<file path="src/rtl/pbe_ram.sv">
// generic single-port-write, single-port-read ram with registered read
`default_nettype none
module pbe_ram #(
  parameter int WIDTH = 8,
  parameter int DEPTH = 64
) (
  input  wire logic                              clk_i,
  input  wire logic                              we_i,
  input  wire logic [(DEPTH>1?$clog2(DEPTH):1)-1:0] waddr_i,
  input  wire logic [WIDTH-1:0]                  wdata_i,
  input  wire logic                              re_i,
  input  wire logic [(DEPTH>1?$clog2(DEPTH):1)-1:0] raddr_i,
  output logic      [WIDTH-1:0]                  rdata_o
);
  logic [WIDTH-1:0] mem_q [0:DEPTH-1];

  always_ff @(posedge clk_i) begin
    if (we_i) begin
      mem_q[waddr_i] <= wdata_i;
    end
    if (re_i) begin
      rdata_o <= mem_q[raddr_i];
    end
  end
endmodule
`default_nettype wire

</file>
<file path="config.mk">
export PLATFORM = sky130hd
export DESIGN_NAME = pbe_ram
export DESIGN_NICKNAME = d
export VERILOG_FILES = /design/src/rtl/pbe_ram.sv
export SDC_FILE = /design/constraint.sdc
export NUM_CORES = 1
export LEC_CHECK = 0
export ABC_AREA = 1
export BUFFER_PORTS_ARGS = -buffer_cell sky130_fd_sc_hd__clkbuf_2
export CAP_MARGIN = 20
export CORE_MARGIN = 4
export CORE_UTILIZATION = 35
export DETAILED_ROUTE_END_ITERATION = 16
export PLACE_DENSITY_LB_ADDON = 0.2
export SLEW_MARGIN = 20
export SYNTH_ARGS = -nofsm -noshare
export SYNTH_HDL_FRONTEND = slang
export SYNTH_SLANG_ARGS = --single-unit
</file>
<file path="constraint.sdc">
create_clock -name clk_i -period 2.75 [get_ports clk_i]
set_input_delay 0.1375 -clock clk_i [delete_from_list [all_inputs] [get_ports clk_i]]
set_output_delay 0.1375 -clock clk_i [all_outputs]
set_load 0.005 [all_outputs]
</file>
# Yosys cells after proc, flatten, opt, wreduce, memory -nomap -nowiden

Memory sizes are Yosys's and may differ from the RTL's. A register that Yosys moved wholly into a read port is not among the register bits.
Index checks and enable logic that the tools add are counted.

Mux-type cells: 2

Operators by type and width:

| operator         | count |
|---|---|
| 1-bit 2-to-1 mux | 2 |

RAM bits: 512
Register bits: 0
Word-level logic and storage cells: 3
Memories: 1
Output and inout bits: 8

Memory list:

| name  | depth | bits a word | rd ports | clocked after memory_dff | wr ports | RTL line | source |
|---|---|---|---|---|---|---|---|
| mem_q | 64    | 8           | 1        | 1                        | 1        | 15       | `logic [WIDTH-1:0] mem_q [0:DEPTH-1];` |

# Depth between registers and ports, before layout

Depth after elaboration: 2
Gate-level depth with buffers: 12

# Worst setup path after synthesis

Ideal clock, no wire load.

Path type: input -> register
Start point: input port we_i
End point: memory mem_q[48][0] (enable)
Required time: 2.355 ns
Buffers on the path: 1
Setup time: 0.395 ns
Stages: 3
Setup slack: 0.846 ns
Arrival time: 1.509 ns
Path through: clkbuf_1 -> nand4_1 -> nor4_1

Word-level cells in the longest chain between the ends: 2

Ends and longest elaborated chain:

| element                                | RTL line | source |
|---|---|---|
| from (decl)                            | 8        | `input wire logic we_i,` |
| 1-bit 2-to-1 mux                       | 18       | `if (we_i) begin` |
| 1-bit 2-to-1 mux (implied by the code) | 19       | `mem_q[waddr_i] <= wdata_i;` |
| to (decl)                              | 15       |  |

No other way between the ends.

==> results by group <==
Cells and area
  – Layout cells sized above 1: 10.3%
  – Register area: 15,600 um^2
  – Post-route cell area: 24,300 um^2
  – FILL cells: 5,731
  – Area of the multi-input gates: 4950 um^2
  – Synthesis-to-finish area growth: 13.7%
  – Fin nets: 1,893

Worst hold path
  – Hold depth: 4
  – Hold Path Origin: raddr_i[4]
  – Worst Hold Endpoint: rdata_o[0]
  – Worst hold-check path type: in -> reg

Worst setup path
  – Slowest stage delay, CP: 0.40 ns
  – Reg2reg path depth: 8
  – Slowest CP cell: buf_12
  – Worst EP required: 3.22 ns
  – Critical path, cell by cell: clkbuf_8 -> inv_6 -> buf_12 -> nand2_1 -> nand3_1 -> nand3_1 -> nand2_1 -> nand2_1 -> nand3_1 -> nand3_1 -> nand2_1
  – RR Endpoint: rdata_o[1]
  – Kind of critical path: in -> reg
  – Startpoint Class: primary input
  – Crit. End Element: flip-flop
  – Register-to-register setup slack: 1.14 ns
  – Crit path DAT: 2.12 ns
  – RR Startpoint: mem_q[47][1]
  – CP Max Fanout: 98

Logic synthesis
  – Mean Syn Cell Area: 11.9 um^2
  – Main area contributors after synthesis: edfxtp_1, nand2_1, nand3_1
  – Commonest cells in the netlist: nand2_1, edfxtp_1, nand3_1
  – Largest area contributor in the netlist: edfxtp_1
  – Mapped Area: 21,400 um^2
  – Syn Nets: 1,828
  – Post-synthesis sequential area ratio: 72.9%
  – Main synth FF type: edfxtp_1
  – Post-Syn Instances: 1,805
  – Post-synth ARST share: 0%
  – Yosys reg bits: 520
  – Most common cell in the netlist: nand2_1
  – Top-area cell type share of the netlist area: 72.9%
  – EDFF count, synth: 520
  – Distinct cells, synth: 15
  – Warnings from Yosys: 0

Detailed routing
  – TritonRoute pass-1 iters: 5
  – Via count: 13,900
  – Post-route ant nets: 0
  – Remaining DRCs: 0
  – Vias per std cell: 5.16
  – Post-Route WL: 59,000 um
  – Routed len/inst: 21.9 um
  – Initial DRC count: 1,193

Timing
  – Slew Limit Fails: 0
  – Final hold vios: 0
  – Fin crit share: 60.2%
  – Final number of setup-violating endpoints: 0
  – Worst rel slew slack: 31.5%
  – Clock Skew: 0.0163 ns
  – Setup TNS Final: 0 ns
  – RSZ-0062 raised after global routing: no
  – Tightest Pin Transition: 1.03 ns
  – Minimum clock period: 1.65 ns
  – F_max: 605 MHz

Place
  – Placed wire-length estimate: 34,900 um
  – GPL Wtd Cong: 0.818
  – PortBufs: 30
  – DP Area: 22,600 um^2

Pwr
  – Max VDD drop: 0.520 mV
  – Power Internal: 13.2 mW
  – Sw Pwr: 3.88 mW
  – Leak Pwr: 8.77 nW
  – Reg power frac: 51.5%
  – Clock power frac: 42.3%
  – Comb pwr share: 6.2%
  – Pwr dens: 703 nW/um^2
  – Switch share: 22.7%

Clock tree
  – Number of gates resized after CTS: 0
  – CTS buffer count: 58
  – Sinks on Clock Net: 520
  – Clock Pin Slew Worst Setup and Hold Paths: 0.06 ns
  – Root buffer cell: clkbuf_16
  – Setup Buffers After CTS: 0
  – CTS tree: built
  – Clock Latency Late Sink: 0.60 ns
  – Cts hold-fix bufs: 2
  – CTS Buffer Depth: 3
  – Depth of the CTS H-tree: 2

Floorplan
  – Die Y: 255 um
  – Starting density of the core: 35.4%
  – CORE AREA: 60,500 um^2
  – Io pins: 31
  – Area of the die: 65,200 um^2
  – DIE WIDTH: 255 um
  – FP Rows: 90

Global route
  – GR Overflow Total: 0
  – Largest net degree at the start of global routing: 108
  – First-pass GRT wire length: 88,600 um
  – Initial antenna violation count: 2
  – Vias in the first global route: 13,800
  – GRT Util Overall: 17.8%

Flow run
  – Max cap viols: 0

Status
  – Status: finished, final reports clean
final cells by class:
cell class / instances / area share [%]
flip-flops and latches: 520 / 64.1
clock inverters: 33 / 0.843
inverters: 12 / 0.216
multi-input cells: 1160 / 20.3
diodes: 1 / 0.0103
repair buffers: 118 / 4.07
clock buffers: 69 / 6.39
well taps: 782 / 4.02
layer usage:
layer	wire (um)	vias to the layer above	global-route usage [%]	share of wire, %
li1	-	6499	-	-
met1	26700	6907	24.8	45
met2	27300	383	28.6	46
met3	3310	103	3.15	5.6
met4	1710	2	5.62	2.9
met5	13	-	0	0.022
cell usage in the layout (no fill, tap or decap), types with 11 or more instances in the layout:
master	n
clkbuf_16	61
buf_12	13
clkinv_2	11
nand2_1	648
edfxtp_1	520
clkinv_1	17
nor2_1	56
clkbuf_2	27
buf_4	74
nand3_1	439
state kept, by name, summed over array words and instances, names as in the netlist:
| register | cells |
|---|---|
| rdata_o | 8 |
| mem_q | 512 |
worst max-delay path, delay by kind of cell:
| family | cells | cell delay [ns] |
|---|---|---|
| AND/OR/NAND/NOR | 8 | 0.99 |
| buffers and inverters | 3 | 0.84 |
logic make-up (layout without fill, tap and decap cells):
kind of cell / count (synthesis) / count (layout) / synth area share [%]
buffers and inverters: 125 / 232 / 4.01
other: 0 / 1 / 0
flip-flops: 520 / 520 / 72.9
AND/OR/NAND/NOR: 1160 / 1160 / 23.1
power groups by stage:
stage / Clock [mW] / Combinational, mW / Sequential (mW)
after floorplan: 0 / 0.617 / 8.97
after global placement: 0 / 1.07 / 8.98
after detailed placement: 0 / 1.07 / 8.98
after CTS: 7.41 / 1.08 / 8.82
after global routing: 7.76 / 1.18 / 8.82
final: 7.24 / 1.07 / 8.82
metrics by stage:
stage          utilization (%)  total power [mW]  cells  setup WS (ns)  hold slack, ns
2_1_floorplan                -              9.59   1805          0.846           0.236
3_3_place_gp              37.3              10.0   2590          0.542           0.572
3_5_place_dp              37.3              10.1   2590          0.514           0.577
4_1_cts                   40.3              17.3   2694           1.15           0.115
5_1_grt                   40.3              17.7   2694          0.993           0.164
6_report                  40.3              17.1   2695           1.10           0.157
worst max-delay path by stage:
stage	end	startpoint	slack, ns
5_1_grt	rdata_o[1]	raddr_i[0]	0.99
3_3_place_gp	rdata_o[5]	raddr_i[1]	0.54
4_1_cts	rdata_o[1]	raddr_i[0]	1.15
2_1_floorplan	mem_q[48][0]	we_i	0.85
3_5_place_dp	rdata_o[5]	raddr_i[1]	0.51
6_report	rdata_o[1]	raddr_i[0]	1.10
Note: power is estimated with default switching activity, not from simulation.
