<file path="src/rtl/pbe_pkg.sv">
// package: constants, payload types, sine table and helpers of the particle burst engine
`default_nettype none
package pbe_pkg;

  localparam int CAPACITY     = 64;
  localparam int SINE_ENTRIES = 1024;

  localparam int IDX_W  = (CAPACITY > 1) ? $clog2(CAPACITY) : 1;
  localparam int CTR_W  = $clog2(CAPACITY + 1);
  localparam int ANG_W  = $clog2(SINE_ENTRIES);
  localparam int QTR    = SINE_ENTRIES / 4;
  localparam int QIDX_W = ANG_W - 1;

  localparam int CMD_W   = 2;
  localparam int TIME_W  = 16;
  localparam int POS_W   = 24;
  localparam int COL_W   = 24;
  localparam int TALLY_W = 7;
  localparam int PIX_W   = 16;
  localparam int ALPHA_W = 8;
  localparam int ACC_W   = 20;
  localparam int MAG_W   = 17;

  localparam int DIV_N_W   = 24;
  localparam int DIV_D_W   = 16;
  localparam int DIV_CNT_W = $clog2(DIV_N_W);

  localparam int APB_ADDR_W = 4;
  localparam int APB_DATA_W = 32;

  localparam logic [CMD_W-1:0] CMD_TICK  = 2'd0;
  localparam logic [CMD_W-1:0] CMD_BURST = 2'd1;
  localparam logic [CMD_W-1:0] CMD_READ  = 2'd2;

  localparam logic [CMD_W-1:0] KIND_TICK  = 2'd0;
  localparam logic [CMD_W-1:0] KIND_BURST = 2'd1;
  localparam logic [CMD_W-1:0] KIND_READ  = 2'd2;

  localparam logic [1:0] REG_GRAVITY = 2'd0;
  localparam logic [1:0] REG_SPEED   = 2'd1;
  localparam logic [1:0] REG_LIFE    = 2'd2;

  localparam logic [ACC_W-1:0]  GRAVITY_RST = 20'd76800;
  localparam logic [ACC_W-1:0]  SPEED_RST   = 20'd30720;
  localparam logic [TIME_W-1:0] LIFE_RST    = 16'd52429;

  localparam logic signed [41:0] POS_MAX = 42'sd8388607;
  localparam logic signed [41:0] POS_MIN = -42'sd8388608;

  typedef struct packed {
    logic [CMD_W-1:0]        command;
    logic [TIME_W-1:0]       time_step;
    logic signed [POS_W-1:0] origin_x;
    logic signed [POS_W-1:0] origin_y;
    logic [TALLY_W-1:0]      burst_count;
    logic [COL_W-1:0]        burst_colour;
  } cmd_t;

  typedef struct packed {
    logic [CMD_W-1:0]        kind;
    logic [TALLY_W-1:0]      tally;
    logic                    valid_res;
    logic signed [PIX_W-1:0] pixel_x;
    logic signed [PIX_W-1:0] pixel_y;
    logic [COL_W-1:0]        colour_out;
    logic [ALPHA_W-1:0]      alpha;
    logic                    last;
  } res_t;

  typedef struct packed {
    logic signed [POS_W-1:0] px;
    logic signed [POS_W-1:0] py;
    logic signed [POS_W-1:0] vx;
    logic signed [POS_W-1:0] vy;
    logic [TIME_W-1:0]       life;
    logic [TIME_W-1:0]       full;
    logic [COL_W-1:0]        col;
  } ent_t;

  typedef struct packed {
    logic               start;
    logic [DIV_N_W-1:0] dividend;
    logic [DIV_D_W-1:0] divisor;
  } div_req_t;

  typedef struct packed {
    logic               done;
    logic [DIV_N_W-1:0] quotient;
  } div_rsp_t;

  typedef logic [MAG_W-1:0] sine_tab_t [0:QTR];

  // first quadrant of the sine, q15, degree-9 taylor in q30
  function automatic sine_tab_t build_sine();
    sine_tab_t tab;
    longint unsigned r, t, t2, a, s, q;
    for (int j = 0; j <= QTR; j++) begin
      r  = (longint'(j) << 32) / SINE_ENTRIES;
      t  = (r * 64'd1686629713) >> 30;
      t2 = (t * t) >> 30;
      a  = (64'd1 << 30) - t2 / 72;
      a  = (64'd1 << 30) - ((t2 * a) >> 30) / 42;
      a  = (64'd1 << 30) - ((t2 * a) >> 30) / 20;
      a  = (64'd1 << 30) - ((t2 * a) >> 30) / 6;
      s  = (t * a) >> 30;
      q  = (s + 64'd16384) >> 15;
      if (q > 64'd32768) q = 64'd32768;
      tab[j] = MAG_W'(q);
    end
    return tab;
  endfunction

  localparam sine_tab_t SINE_TAB = build_sine();

  // full-circle lookup by quadrant folding
  function automatic logic signed [MAG_W:0] sine_lut(logic [ANG_W-1:0] k);
    logic [1:0]        quad;
    logic [QIDX_W-1:0] j;
    logic [QIDX_W-1:0] ix;
    logic [MAG_W-1:0]  mag;
    quad = k[ANG_W-1 -: 2];
    j    = QIDX_W'(k[ANG_W-3:0]);
    ix   = quad[0] ? (QIDX_W'(QTR) - j) : j;
    mag  = SINE_TAB[ix];
    return quad[1] ? -$signed({1'b0, mag}) : $signed({1'b0, mag});
  endfunction

  function automatic logic signed [POS_W-1:0] sat24(logic signed [41:0] v);
    if (v > POS_MAX) return POS_W'(POS_MAX);
    if (v < POS_MIN) return POS_W'(POS_MIN);
    return POS_W'(v);
  endfunction

endpackage
`default_nettype wire

</file>
<file path="src/rtl/pbe_div.sv">
// restoring divider, one quotient bit per cycle
`default_nettype none
module pbe_div (
  input  wire logic              clk_i,
  input  wire logic              rst_ni,
  input  wire pbe_pkg::div_req_t req_i,
  output pbe_pkg::div_rsp_t      rsp_o
);
  logic                             busy_q, done_q;
  logic [pbe_pkg::DIV_CNT_W-1:0]    cnt_q;
  logic [pbe_pkg::DIV_D_W-1:0]      rem_q, dsr_q;
  logic [pbe_pkg::DIV_N_W-1:0]      quo_q;
  logic [pbe_pkg::DIV_D_W:0]        shifted;
  logic                             fits;

  // zero divisor gives an all-ones quotient
  assign shifted = {rem_q, quo_q[pbe_pkg::DIV_N_W-1]};
  assign fits    = shifted >= {1'b0, dsr_q};

  always_ff @(posedge clk_i or negedge rst_ni) begin
    if (!rst_ni) begin
      busy_q <= 1'b0;
      done_q <= 1'b0;
      cnt_q  <= '0;
    end else begin
      done_q <= 1'b0;
      if (req_i.start) begin
        busy_q <= 1'b1;
        cnt_q  <= '0;
      end else if (busy_q) begin
        cnt_q <= cnt_q + 1'b1;
        if (cnt_q == pbe_pkg::DIV_CNT_W'(pbe_pkg::DIV_N_W - 1)) begin
          busy_q <= 1'b0;
          done_q <= 1'b1;
        end
      end
    end
  end

  always_ff @(posedge clk_i) begin
    if (req_i.start) begin
      rem_q <= '0;
      quo_q <= req_i.dividend;
      dsr_q <= req_i.divisor;
    end else if (busy_q) begin
      rem_q <= fits ? pbe_pkg::DIV_D_W'(shifted - {1'b0, dsr_q})
                    : pbe_pkg::DIV_D_W'(shifted);
      quo_q <= {quo_q[pbe_pkg::DIV_N_W-2:0], fits};
    end
  end

  assign rsp_o.done     = done_q;
  assign rsp_o.quotient = quo_q;
endmodule
`default_nettype wire

</file>
<file path="config.mk">
export PLATFORM = sky130hd
export DESIGN_NAME = pbe_div
export DESIGN_NICKNAME = d
export VERILOG_FILES = /design/src/rtl/pbe_pkg.sv /design/src/rtl/pbe_div.sv
export SDC_FILE = /design/constraint.sdc
export NUM_CORES = 1
export LEC_CHECK = 0
export ABC_CLOCK_PERIOD_IN_PS = 6650
export BUFFER_PORTS_ARGS = -buffer_cell sky130_fd_sc_hd__buf_2
export CAP_MARGIN = 20
export CORE_MARGIN = 3
export CORE_UTILIZATION = 60
export CTS_CLUSTER_DIAMETER = 100
export DETAILED_ROUTE_END_ITERATION = 7
export PLACE_DENSITY_LB_ADDON = 0.05
export SLEW_MARGIN = 20
export SYNTH_ARGS = -nofsm -noshare
export SYNTH_HDL_FRONTEND = slang
export SYNTH_SLANG_ARGS = --single-unit
</file>
<file path="constraint.sdc">
create_clock -name clk_i -period 6.65 [get_ports clk_i]
set_clock_uncertainty 0.05 [all_clocks]
set_input_delay 0.9975 -clock clk_i [delete_from_list [all_inputs] [get_ports clk_i]]
set_output_delay 0.9975 -clock clk_i [all_outputs]
set_load 0.02 [all_outputs]
</file>
Word level (Yosys, flattened, before mapping)
Cells that the tools add are included.
{"block": "totals", "ff_bits": 63, "in_bits": 43, "out_inout_bits": 25, "elab_cells": 22}
{"block": "op_classes", "add_sub_neg": 2, "n_lt_le_gt_ge": 1, "n_eq_ne": 1, "muxes": 11, "n_reduce_logical": 1}
{"op": "24-bit 2-to-1 mux", "count": 2}
{"op": "17-bit by 16-bit greater-or-equal comparator with 1-bit output", "count": 1}
{"op": "16-bit 2-to-1 mux", "count": 1}
{"op": "16-bit subtractor", "count": 1}
{"op": "5-bit 2-to-1 mux", "count": 2}
{"op": "1-bit 2-to-1 mux", "count": 6}
{"op": "5-bit by 1-bit adder with 5-bit output, second input constant", "count": 1}
{"op": "5-bit == test, second input constant", "count": 1}
{"op": "2-bit nonzero test", "count": 1}

Logic depth before layout (Yosys ltp)
Gate-level depths: netlist of run 1.
{"block": "logic_depth", "depth_word": 4, "depth_mapped": 10}

Worst setup path after synthesis of run 1
No wires, ideal clock.
{"block": "synth_path", "path_kind": "register to register", "start": "register quo_q[23] in the netlist's numbering", "end": "register rem_q[7] in the netlist's numbering", "setup_time_ns": 0.088, "arrival_time_ns": 2.280, "required_time_ns": 6.512, "setup_slack_ns": 4.231, "path_stages_with_launch": 10, "n_path_buf": 1, "cell_sequence": "edfxtp_1 inv_1 ha_1 nand2b_1 a211o_1 a2111oi_4 o31a_2 buf_6 nand3_2 a311oi_2"}
{"block": "synth_via", "elab_chain_len": 2}
{"element": "start: declaration", "line_no": "pbe_div.sv:12", "text": "logic [pbe_pkg::DIV_N_W-1:0] quo_q;"}
{"element": "start signal: assignment", "line_no": "pbe_div.sv:43", "text": "quo_q <= req_i.dividend;"}
{"element": "start signal: assignment", "line_no": "pbe_div.sv:48", "text": "quo_q <= {quo_q[pbe_pkg::DIV_N_W-2:0], fits};"}
{"element": "16-bit subtractor / 17-bit by 16-bit greater-or-equal comparator with 1-bit output (equally long branches)", "line_no": "pbe_div.sv:46, pbe_div.sv:18"}
{"element": "16-bit 2-to-1 mux *", "line_no": "pbe_div.sv:46", "text": "rem_q <= fits ? pbe_pkg::DIV_D_W'(shifted - {1'b0, dsr_q})"}
{"element": "end signal: assignment", "line_no": "pbe_div.sv:46"}
{"element": "end: declaration", "line_no": "pbe_div.sv:11", "text": "logic [pbe_pkg::DIV_D_W-1:0] rem_q, dsr_q;"}
Mark *: on every way between the ends. The rest lies on a longest branch, timed or not.
A chain may end at the register's enable or synchronous reset.

Worst setup path after layout of run 1
{"block": "layout_path", "start": "register dsr_q[6] in the netlist's numbering", "end": "register rem_q[0] in the netlist's numbering"}
{"block": "layout_via", "elab_chain_len": 2}
{"element": "start: declaration", "line_no": "pbe_div.sv:11"}
{"element": "start signal: assignment", "line_no": "pbe_div.sv:44", "text": "dsr_q <= req_i.divisor;"}
{"element": "17-bit by 16-bit greater-or-equal comparator with 1-bit output", "line_no": "pbe_div.sv:18", "text": "assign fits = shifted >= {1'b0, dsr_q};"}
{"element": "16-bit 2-to-1 mux", "line_no": "pbe_div.sv:46"}
No other way between the ends.

==> results.py, run 1 <==
metrics = {
    "sta": {
        "layout_min_cycle_time_ns": 2.88,
        "final-setup-viol-count": 0,
        "report.final.slew_viol_count": 0,
        "tns_ns": 0,
        "fmax_mhz": 347,
        "tightest_slew_ns": 0.978,
        "finalHoldViolations": 0,
        "period_share": 0.433,
        "maxSlewHeadroom": 0.346,
        "rsz0062_at_grt": "false",
    },
    "power": {
        "total_power_mw": 0.890,
        "power_density_nw_per_um2": 218,
        "ir_drop_v": 0.000165,
        "leakage_nw": 1.79,
    },
    "die": {
        "fp.dieH_um": 82.9,
        "io_pins": 68,
        "coreArea_sq_um": 5610,
        "die_area_sq_um": 6870,
        "die_x_um": 82.9,
        "initial_core_util": 0.633,
        "row_count": 27,
    },
    "logic_synthesis": {
        "ys.flop_type": "edfxtp_1",
        "ys.warnings.count": 0,
        "synth.distinct_cells": 59,
        "async_reset_ff_frac": 0.111,
        "ys_seq_area_frac": 0.478,
        "syn_inst": 320,
        "synth-seq-cells": 63,
        "synthMuxAreaShare": 0.0857,
        "synth_top_family_by_area": "compound AO/OA/AOI/OAI gates",
        "synth_fa_ha_area_frac": 0.0656,
        "synth-edff-count": 40,
        "yosys.area_share.simple": 0.115,
        "syn_avg_cell_area_sq_um": 11.1,
        "synth_xor_area_frac": 0.0247,
        "netlist_area_sq_um": 3550,
        "synth_compound_area_frac": 0.186,
        "syn_nets": 381,
    },
    "detailed_routing": {
        "antenna_left": 0,
        "dr_total_vias": 2693,
        "wl_per_cell_um": 15.3,
        "drtIter0Drc": 138,
        "routed_wl_mm": 7.07,
        "firstDrtPassIters": 4,
        "remaining_drc_errors": 0,
        "via_per_inst": 5.84,
    },
    "placed_design": {
        "place_congestion": 0.823,
        "place_inst": 445,
        "portBuffers": 67,
        "placed_area_sq_um": 3910,
        "dp_hpwl_mm": 5.11,
    },
    "outcome": {
        "status": "finished, final reports clean",
    },
    "cts": {
        "cts_buffer_depth": 2,
        "cts.sinks": 63,
        "cts_tree": "built",
        "cts.htree.levels": 3,
        "cts_resized": 0,
        "ctsRootBufferMaster": "clkbuf_8",
        "cts_hold_buf": 0,
        "clk_pin_slew_worst_paths_ns": 0.07,
        "post-cts-setup-buffers": 0,
        "clock_latency_ns": 0.34,
        "cts_buffers": 9,
    },
    "finish": {
        "nets": 445,
        "instances_no_fill": 461,
        "fin_area_sq_um": 4080,
        "drive_above_1_share": 0.316,
        "syn2layout_area_growth_pct": 15.1,
        "antennaDiodeCount": 0,
    },
    "setup_path": {
        "required_ns": 6.86,
        "critPathCaptureType": "flip-flop",
        "arrival_ns": 3.09,
        "start_kind": "flip-flop",
        "reg2reg_depth": 8,
        "crit_path_max_fanout": 17,
        "r2r_start": "dsr_q[6]",
        "worst_r2r_endpoint": "rem_q[0]",
        "crit_type": "reg2reg",
        "r2r_setup_slack_ns": 3.77,
    },
    "global_routing": {
        "grt_overflow": 0,
        "grt_pass1_wl_mm": 11.8,
        "grt_antenna_before_repair": 0,
        "grt_max_degree": 65,
        "grt_use_total": 0.213,
        "grt_pass1_vias": 2574,
    },
    "worst_hold_path": {
        "hold_class": "in2async",
    },
    "job": {
        "max_cap_violations": 0,
    },
}
[registers in the layout (all words and copies together) (netlist names)]
name,cells
dsr_q,16
busy_q,1
rem_q,16
cnt_q,5
done_q,1
quo_q,24
[worst max-delay path, stage by stage, from the launching register on]
cell      delay [ns]
edfxtp_1        0.33
inv_1           0.04
ha_1            0.39
a21oi_4         0.22
o21ai_2         0.09
a311o_1         0.37
o31ai_4         0.76
mux2_4          0.36
a211oi_2        0.20
[kinds of logic after synthesis]
logic type                 after synthesis
DFF                                     63
buffers and inverters                   36
muxes                                   27
xor gates and xnor gates                10
and+or+nand+nor                         87
AOI/OAI and AO/OA                       79
adders and majority gates               18
[cells in the final DEF, fill, tap and decap left out, drive strengths merged, types with 15 or more instances in the layout]
master	netlist	routed
a21oi	15	15
buf	7	69
dfxtp	16	16
edfxtp	40	40
ha	17	17
inv	20	20
mux2	24	24
nand2	28	28
nor2	27	27
o21ai	16	16
[area by class of cell]
class,count,area [sq um]
clock buffers,13,160
well taps,72,90.1
multi-input cells,221,1690
clock inverters,3,17.5
repair buffers,69,350
fillers,441,1520
flip-flops and latches,63,1700
inverters,20,75.1
[where the power goes]
part | leakage, nW | switching [mW] | internal, mW | total, mW
clock | 0.0885 | 0.142 | 0.157 | 0.299
combinational | 1.07 | 0.0754 | 0.0577 | 0.133
sequential | 0.633 | 0.0127 | 0.445 | 0.458
[worst max path at each step]
| stage | start | endpoint | slack [ns] | cells after the start |
|---|---|---|---|---|
| finish | dsr_q[6] | rem_q[0] | 3.77 | 8 |
| global route | req_i[40] | quo_q[18] | 3.59 | 4 |
| CTS | dsr_q[6] | rem_q[0] | 3.77 | 8 |
| detailed placement | req_i[40] | quo_q[21] | 3.44 | 4 |
| global placement | req_i[40] | quo_q[18] | 3.47 | 4 |
| floorplan | quo_q[23] | rem_q[7] | 4.23 | 9 |
[cell usage after synthesis (3+ instances only)]
library cell  instances  share of area
nand2b_1              4         0.0070
o21ai_0              15          0.021
o21a_1                5          0.011
dfrtp_1               7          0.049
inv_1                20          0.021
nor2_1               27          0.029
a211oi_1              3         0.0063
buf_2                 4         0.0056
mux2_2               23          0.073
mux2i_1               3         0.0085
and3_1                3         0.0053
dfxtp_1              16          0.090
a211o_1               4         0.0099
nand3_1               5         0.0070
a21o_1                4         0.0085
a311oi_2              8          0.034
ha_1                 17          0.060
xnor2_1               4         0.0099
nor2b_1               3         0.0053
clkbuf_1              9         0.0095
nand4_1               3         0.0053
a21oi_1              13          0.018
nand2_1              28          0.030
edfxtp_1             40           0.34
nor3_1                5         0.0070
xor2_1                6          0.015
[metrics by stage]
step	hold slack (ns)	worst slack, ns	util
floorplan	0.423	4.23	-
global placement	0.450	3.47	0.697
detailed placement	0.460	3.44	0.697
CTS	0.424	3.77	0.728
global route	0.420	3.59	0.728
finish	0.429	3.77	0.728
[layer usage]
layer | track usage | wire length, um
met1 | 0.280 | 3210
met2 | 0.342 | 3420
met3 | 0.0476 | 327
met4 | 0.0847 | 122
met5 | 0 | 0
Power figures use the tool's default switching activity.
==> run 2: changes to the inputs <==
--- a/config.mk
+++ b/config.mk
@@ -5,11 +5,12 @@
 export SDC_FILE = /design/constraint.sdc
 export NUM_CORES = 1
 export LEC_CHECK = 0
-export ABC_CLOCK_PERIOD_IN_PS = 6650
+export ABC_AREA = 1
+export ABC_CLOCK_PERIOD_IN_PS = 2900
 export BUFFER_PORTS_ARGS = -buffer_cell sky130_fd_sc_hd__buf_2
 export CAP_MARGIN = 20
 export CORE_MARGIN = 3
-export CORE_UTILIZATION = 60
+export CORE_UTILIZATION = 56
 export CTS_CLUSTER_DIAMETER = 100
 export DETAILED_ROUTE_END_ITERATION = 7
 export PLACE_DENSITY_LB_ADDON = 0.05
==> constraint.sdc (replaced) <==
create_clock -name clk_i -period 2.9 [get_ports clk_i]
set_clock_uncertainty 0.05 [all_clocks]
set_input_delay 0.435 -clock clk_i [delete_from_list [all_inputs] [get_ports clk_i]]
set_output_delay 0.435 -clock clk_i [all_outputs]
set_load 0.02 [all_outputs]
==> results.py, run 2 <==
metrics = {
    "finish": {
        "largest_reg_flops": 24,
        "final_common_cell": "nand2_1",
        "syn2layout_area_growth_pct": 15.9,
        "layout_common_cells": "nand2_1, inv_1, buf_2",
        "top_regs": "quo_q: 24 flops, dsr_q: 16 flops, rem_q: 16 flops",
        "antennaDiodeCount": 0,
        "drive_above_1_share": 0.190,
        "nFillCells": 524,
        "nets": 610,
        "top_register": "quo_q",
    },
    "cts": {
        "clk_pin_slew_worst_paths_ns": 0.07,
        "ctsRootBufferMaster": "clkbuf_8",
        "clock_latency_ns": 0.34,
        "cts.sinks": 63,
        "cts_buffer_depth": 2,
        "cts_tree": "built",
        "cts.htree.levels": 3,
        "cts_resized": 0,
        "cts_buffers": 9,
    },
    "job": {
        "max_cap_violations": 0,
    },
    "die": {
        "initial_core_util": 0.600,
        "io_pins": 68,
        "die_x_um": 87.1,
        "fp.dieH_um": 87.1,
        "coreArea_sq_um": 6130,
        "die_area_sq_um": 7580,
        "row_count": 28,
    },
    "logic_synthesis": {
        "syn_inst": 479,
        "syn_avg_cell_area_sq_um": 7.68,
        "synth.most_common_cell": "nand2_1",
        "netlist_area_sq_um": 3680,
        "synth-seq-cells": 63,
        "ys_seq_area_frac": 0.461,
        "syn_nets": 540,
        "async_reset_ff_frac": 0.111,
        "synth-edff-count": 40,
        "synth.distinct_cells": 33,
        "yosys.area.top_type": "edfxtp_1",
        "ys.warnings.count": 0,
        "synth_common_cells": "nand2_1, inv_1, edfxtp_1",
        "synthTopCellsByArea": "edfxtp_1, nand2_1, dfxtp_1",
        "yosysTopAreaCellShare": 0.327,
        "ys.flop_type": "edfxtp_1",
    },
    "sta": {
        "tns_ns": 0,
        "layout_min_cycle_time_ns": 2.20,
        "holdWs_ns": 0.219,
        "period_share": 0.759,
        "rsz0062_at_grt": "false",
        "maxSlewHeadroom": 0.501,
        "finalHoldViolations": 0,
        "fmax_mhz": 454,
        "final-setup-viol-count": 0,
        "tightest_slew_ns": 0.747,
        "report.final.slew_viol_count": 0,
    },
    "setup_path": {
        "critPathMaxStageDelay_ns": 0.41,
        "r2r_start": "rem_q[12]",
        "critPathCapture": "rem_q[4]",
        "cp_slowest_cell": "nor2_4",
        "crit_path_max_fanout": 18,
        "worst_r2r_endpoint": "rem_q[4]",
        "required_ns": 3.09,
        "crit_chain": "ha_1, nand2_1, inv_1, nand2_1, a21oi_1, nor2_4, nand2_4, nand2_1, nand3_1, o21ai_0",
        "crit_type": "reg2reg",
        "arrival_ns": 2.39,
        "reg2reg_depth": 10,
        "cp_common_cell": "nand2_1",
        "critPathCaptureType": "flip-flop",
        "r2r_setup_slack_ns": 0.70,
        "crit_start": "rem_q[12]",
        "start_kind": "flip-flop",
    },
    "worst_hold_path": {
        "hold_class": "in2reg",
        "min_from": "req_i[11]",
    },
    "global_routing": {
        "grt_overflow": 0,
        "grt_max_degree": 29,
        "grt_pass1_vias": 3034,
        "grt_use_total": 0.236,
        "grt_pass1_wl_mm": 14.0,
        "grt_antenna_before_repair": 0,
    },
    "detailed_routing": {
        "firstDrtPassIters": 7,
        "drtIter0Drc": 258,
        "remaining_drc_errors": 0,
        "routed_wl_mm": 8.19,
        "via_per_inst": 5.17,
        "antenna_left": 0,
        "wl_per_cell_um": 13.0,
        "dr_total_vias": 3250,
    },
    "placed_design": {
        "dp_hpwl_mm": 6.22,
        "place_congestion": 0.925,
        "portBuffers": 67,
    },
    "power": {
        "ir_drop_v": 0.000443,
        "power_density_nw_per_um2": 768,
        "leakage_nw": 2.28,
    },
    "outcome": {
        "status": "finished, final reports clean",
    },
}
run 2: cells by family after synthesis:
group                    share of synthesized area
AND/OR/NAND/NOR                              0.324
flip-flops                                   0.461
XOR/XNOR                                    0.0143
adder cells (fa/ha/maj)                     0.0633
AO/OA/AOI/OAI                               0.0415
buffers and inverters                       0.0956
run 2: per-layer routing:
layer / wire (um) / vias to the layer above / track usage
li1: - / 1651 / -
met3: 529 / 12 / 0.0539
met4: 140 / 0 / 0.0949
met2: 3650 / 125 / 0.357
met5: 0 / - / 0
met1: 3870 / 1462 / 0.330
run 2: through the flow:
step,cells,cell area (sq um),util,power [mW],setup slack (ns)
finish,629,4260,0.696,3.28,0.699
global route,629,4260,0.696,3.54,0.509
CTS,629,4260,0.695,3.28,0.719
detailed placement,612,4080,0.665,2.59,0.744
global placement,612,4080,0.665,2.56,0.798
floorplan,479,3680,-,2.28,0.689
run 2: worst max-delay path, delay by kind of cell (launching register included):
kind,cells,cell delay (ns)
flops,1,0.35
simple gates,6,1.06
fa+ha+maj,1,0.38
buf+inv,1,0.07
compound gates,2,0.19
run 2: cell type report:
class,count,area (sq um),area share
Clock buffer,11,141,0.0332
Multi-Input combinational cell,328,1630,0.383
Clock inverter,5,33.8,0.00792
Inverter,76,285,0.0669
Tap cell,75,93.8,0.0220
Timing Repair Buffer,71,380,0.0892
Sequential cell,63,1700,0.398
run 2: worst min path at each step:
stage | end | cells after the start
after detailed placement | cnt_q[4] | 1
after global routing | dsr_q[6] | 1
after CTS | dsr_q[2] | 1
final | dsr_q[11] | 1
after floorplan | busy_q | 0
after global placement | cnt_q[4] | 1
run 2: timing repair:
action	4_1_cts	5_1_grt
hold buffers	1	0
endpoints found under the hold margin	7	0
setup buffers	0	0
run 2: power breakdown:
group | internal (mW) | switching [mW]
combinational | 0.504 | 0.900
sequential | 1.10 | 0.0945
clock | 0.332 | 0.342
==> run 3: changes to the inputs <==
--- a/config.mk
+++ b/config.mk
@@ -6,7 +6,7 @@
 export NUM_CORES = 1
 export LEC_CHECK = 0
 export ABC_AREA = 1
-export ABC_CLOCK_PERIOD_IN_PS = 2900
+export ABC_CLOCK_PERIOD_IN_PS = 2220
 export BUFFER_PORTS_ARGS = -buffer_cell sky130_fd_sc_hd__buf_2
 export CAP_MARGIN = 20
 export CORE_MARGIN = 3
==> constraint.sdc (replaced) <==
create_clock -name clk_i -period 2.22 [get_ports clk_i]
set_clock_uncertainty 0.05 [all_clocks]
set_input_delay 0.333 -clock clk_i [delete_from_list [all_inputs] [get_ports clk_i]]
set_output_delay 0.333 -clock clk_i [all_outputs]
set_load 0.02 [all_outputs]
==> results.py, run 3 (synthesized netlist as in run 2, its figures left out) <==
metrics = {
    "worst_hold_path": {
        "hold_class": "in2reg",
    },
    "cts": {
        "cts_buffer_depth": 2,
        "ctsRootBufferMaster": "clkbuf_8",
        "cts.sinks": 63,
        "cts.htree.levels": 3,
        "clk_pin_slew_worst_paths_ns": 0.07,
        "cts_buffers": 9,
        "cts_tree": "built",
        "clock_latency_ns": 0.33,
    },
    "job": {
        "max_cap_violations": 0,
    },
    "setup_path": {
        "start_kind": "flip-flop",
        "crit_path_max_fanout": 8,
        "critPathCaptureType": "flip-flop",
        "crit_type": "reg2reg",
        "required_ns": 2.40,
        "arrival_ns": 2.21,
    },
    "finish": {
        "antennaDiodeCount": 0,
        "final_common_cell": "nand2_1",
        "nets": 616,
        "top_register": "quo_q",
        "top_regs": "quo_q: 24 flops, dsr_q: 16 flops, rem_q: 16 flops",
        "drive_above_1_share": 0.196,
        "largest_reg_flops": 24,
        "layout_common_cells": "nand2_1, inv_1, buf_2",
        "syn2layout_area_growth_pct": 17.8,
    },
    "sta": {
        "rsz0062_at_grt": "false",
        "period_share": 0.915,
        "layout_min_cycle_time_ns": 2.03,
        "finalHoldViolations": 0,
        "tightest_slew_ns": 0.725,
        "fmax_mhz": 493,
        "maxSlewHeadroom": 0.516,
        "final-setup-viol-count": 0,
        "report.final.slew_viol_count": 0,
        "tns_ns": 0,
    },
    "die": {
        "io_pins": 68,
        "die_x_um": 87.1,
        "coreArea_sq_um": 6130,
        "die_area_sq_um": 7580,
        "row_count": 28,
        "fp.dieH_um": 87.1,
        "initial_core_util": 0.600,
    },
    "global_routing": {
        "grt_pass1_wl_mm": 14.0,
        "grt_antenna_before_repair": 0,
        "grt_max_degree": 31,
        "grt_use_total": 0.238,
        "grt_pass1_vias": 3048,
        "grt_overflow": 0,
    },
    "placed_design": {
        "portBuffers": 67,
        "place_congestion": 0.916,
        "dp_hpwl_mm": 6.04,
    },
    "detailed_routing": {
        "antenna_left": 0,
        "drtIter0Drc": 146,
        "dr_total_vias": 3184,
        "wl_per_cell_um": 12.7,
        "routed_wl_mm": 8.06,
        "firstDrtPassIters": 4,
        "via_per_inst": 5.01,
        "remaining_drc_errors": 0,
    },
    "power": {
        "total_power_mw": 4.45,
        "power_density_nw_per_um2": 1030,
        "leakage_nw": 2.32,
        "ir_drop_v": 0.000584,
    },
    "outcome": {
        "status": "finished, final reports clean",
    },
}
==> run 3: where the power goes <==
| part | switching [mW] | total (mW) | internal (mW) |
|---|---|---|---|
| registers | 0.114 | 1.56 | 1.44 |
| clock network | 0.430 | 0.970 | 0.540 |
| logic | 1.18 | 1.93 | 0.744 |
==> run 3: worst max-delay path, stage by stage, from the launching register on <==
cell and delay (ns):
edfxtp_1 0.38, inv_1 0.07, ha_1 0.27, a21oi_1 0.28, a21oi_1 0.16, nor2_4 0.26, buf_4 0.20, nand3_1 0.07
nand2_1 0.07, inv_1 0.04, nand2_1 0.05, nand2_1 0.05
==> run 3: path summary, 6_finish.rpt <==
path / start / endpoint / slack, ns / cells after the start
worst max-delay path: dsr_q[12] / rem_q[15] / 0.19 / 11
worst min-delay path: req_i[14] / dsr_q[14] / 0.12 / 1
worst max register to register: dsr_q[12] / rem_q[15] / 0.19 / 11
worst min register to register: rem_q[11] / rem_q[11] / 0.42 / 2
max in group asynchronous: rst_ni / cnt_q[2] / 1.63 / 2
min in group asynchronous: rst_ni / cnt_q[4] / 0.32 / 2
==> run 3: what timing repair did <==
item	4_1_cts	5_1_grt
setup buffers	0	6
endpoints found under the hold margin	7	0
setup endpoints to repair	0	16
hold buffers	1	0
resized for setup	0	1
==> run 3: area by class of cell <==
class,instances,area (sq um)
fill,518,1800
sequential,63,1700
multi-input combinational,328,1640
timing repair buffer,77,425
inverter,76,285
clock buffer,11,141
tap,75,93.8
clock inverter,5,48.8
==> run 3: routing by layer <==
layer	GRT usage	up-vias	part of all wire
li1	-	1660	-
met1	0.336	1409	0.48
met2	0.346	93	0.43
met3	0.0596	22	0.057
met4	0.102	0	0.031
met5	0	-	0
==> run 3: through the flow <==
| step | hold WS, ns | util | setup slack [ns] | instance area [sq um] | instances |
|---|---|---|---|---|---|
| after detailed placement | 0.129 | 0.665 | 0.0360 | 4080 | 612 |
| after global placement | 0.125 | 0.665 | 0.126 | 4080 | 612 |
| after floorplan | -0.0126 | - | 0.111 | 3680 | 479 |
| final | 0.120 | 0.707 | 0.190 | 4330 | 635 |
| after global routing | 0.0962 | 0.707 | 0.00687 | 4330 | 635 |
| after CTS | 0.108 | 0.698 | 0.0101 | 4280 | 629 |
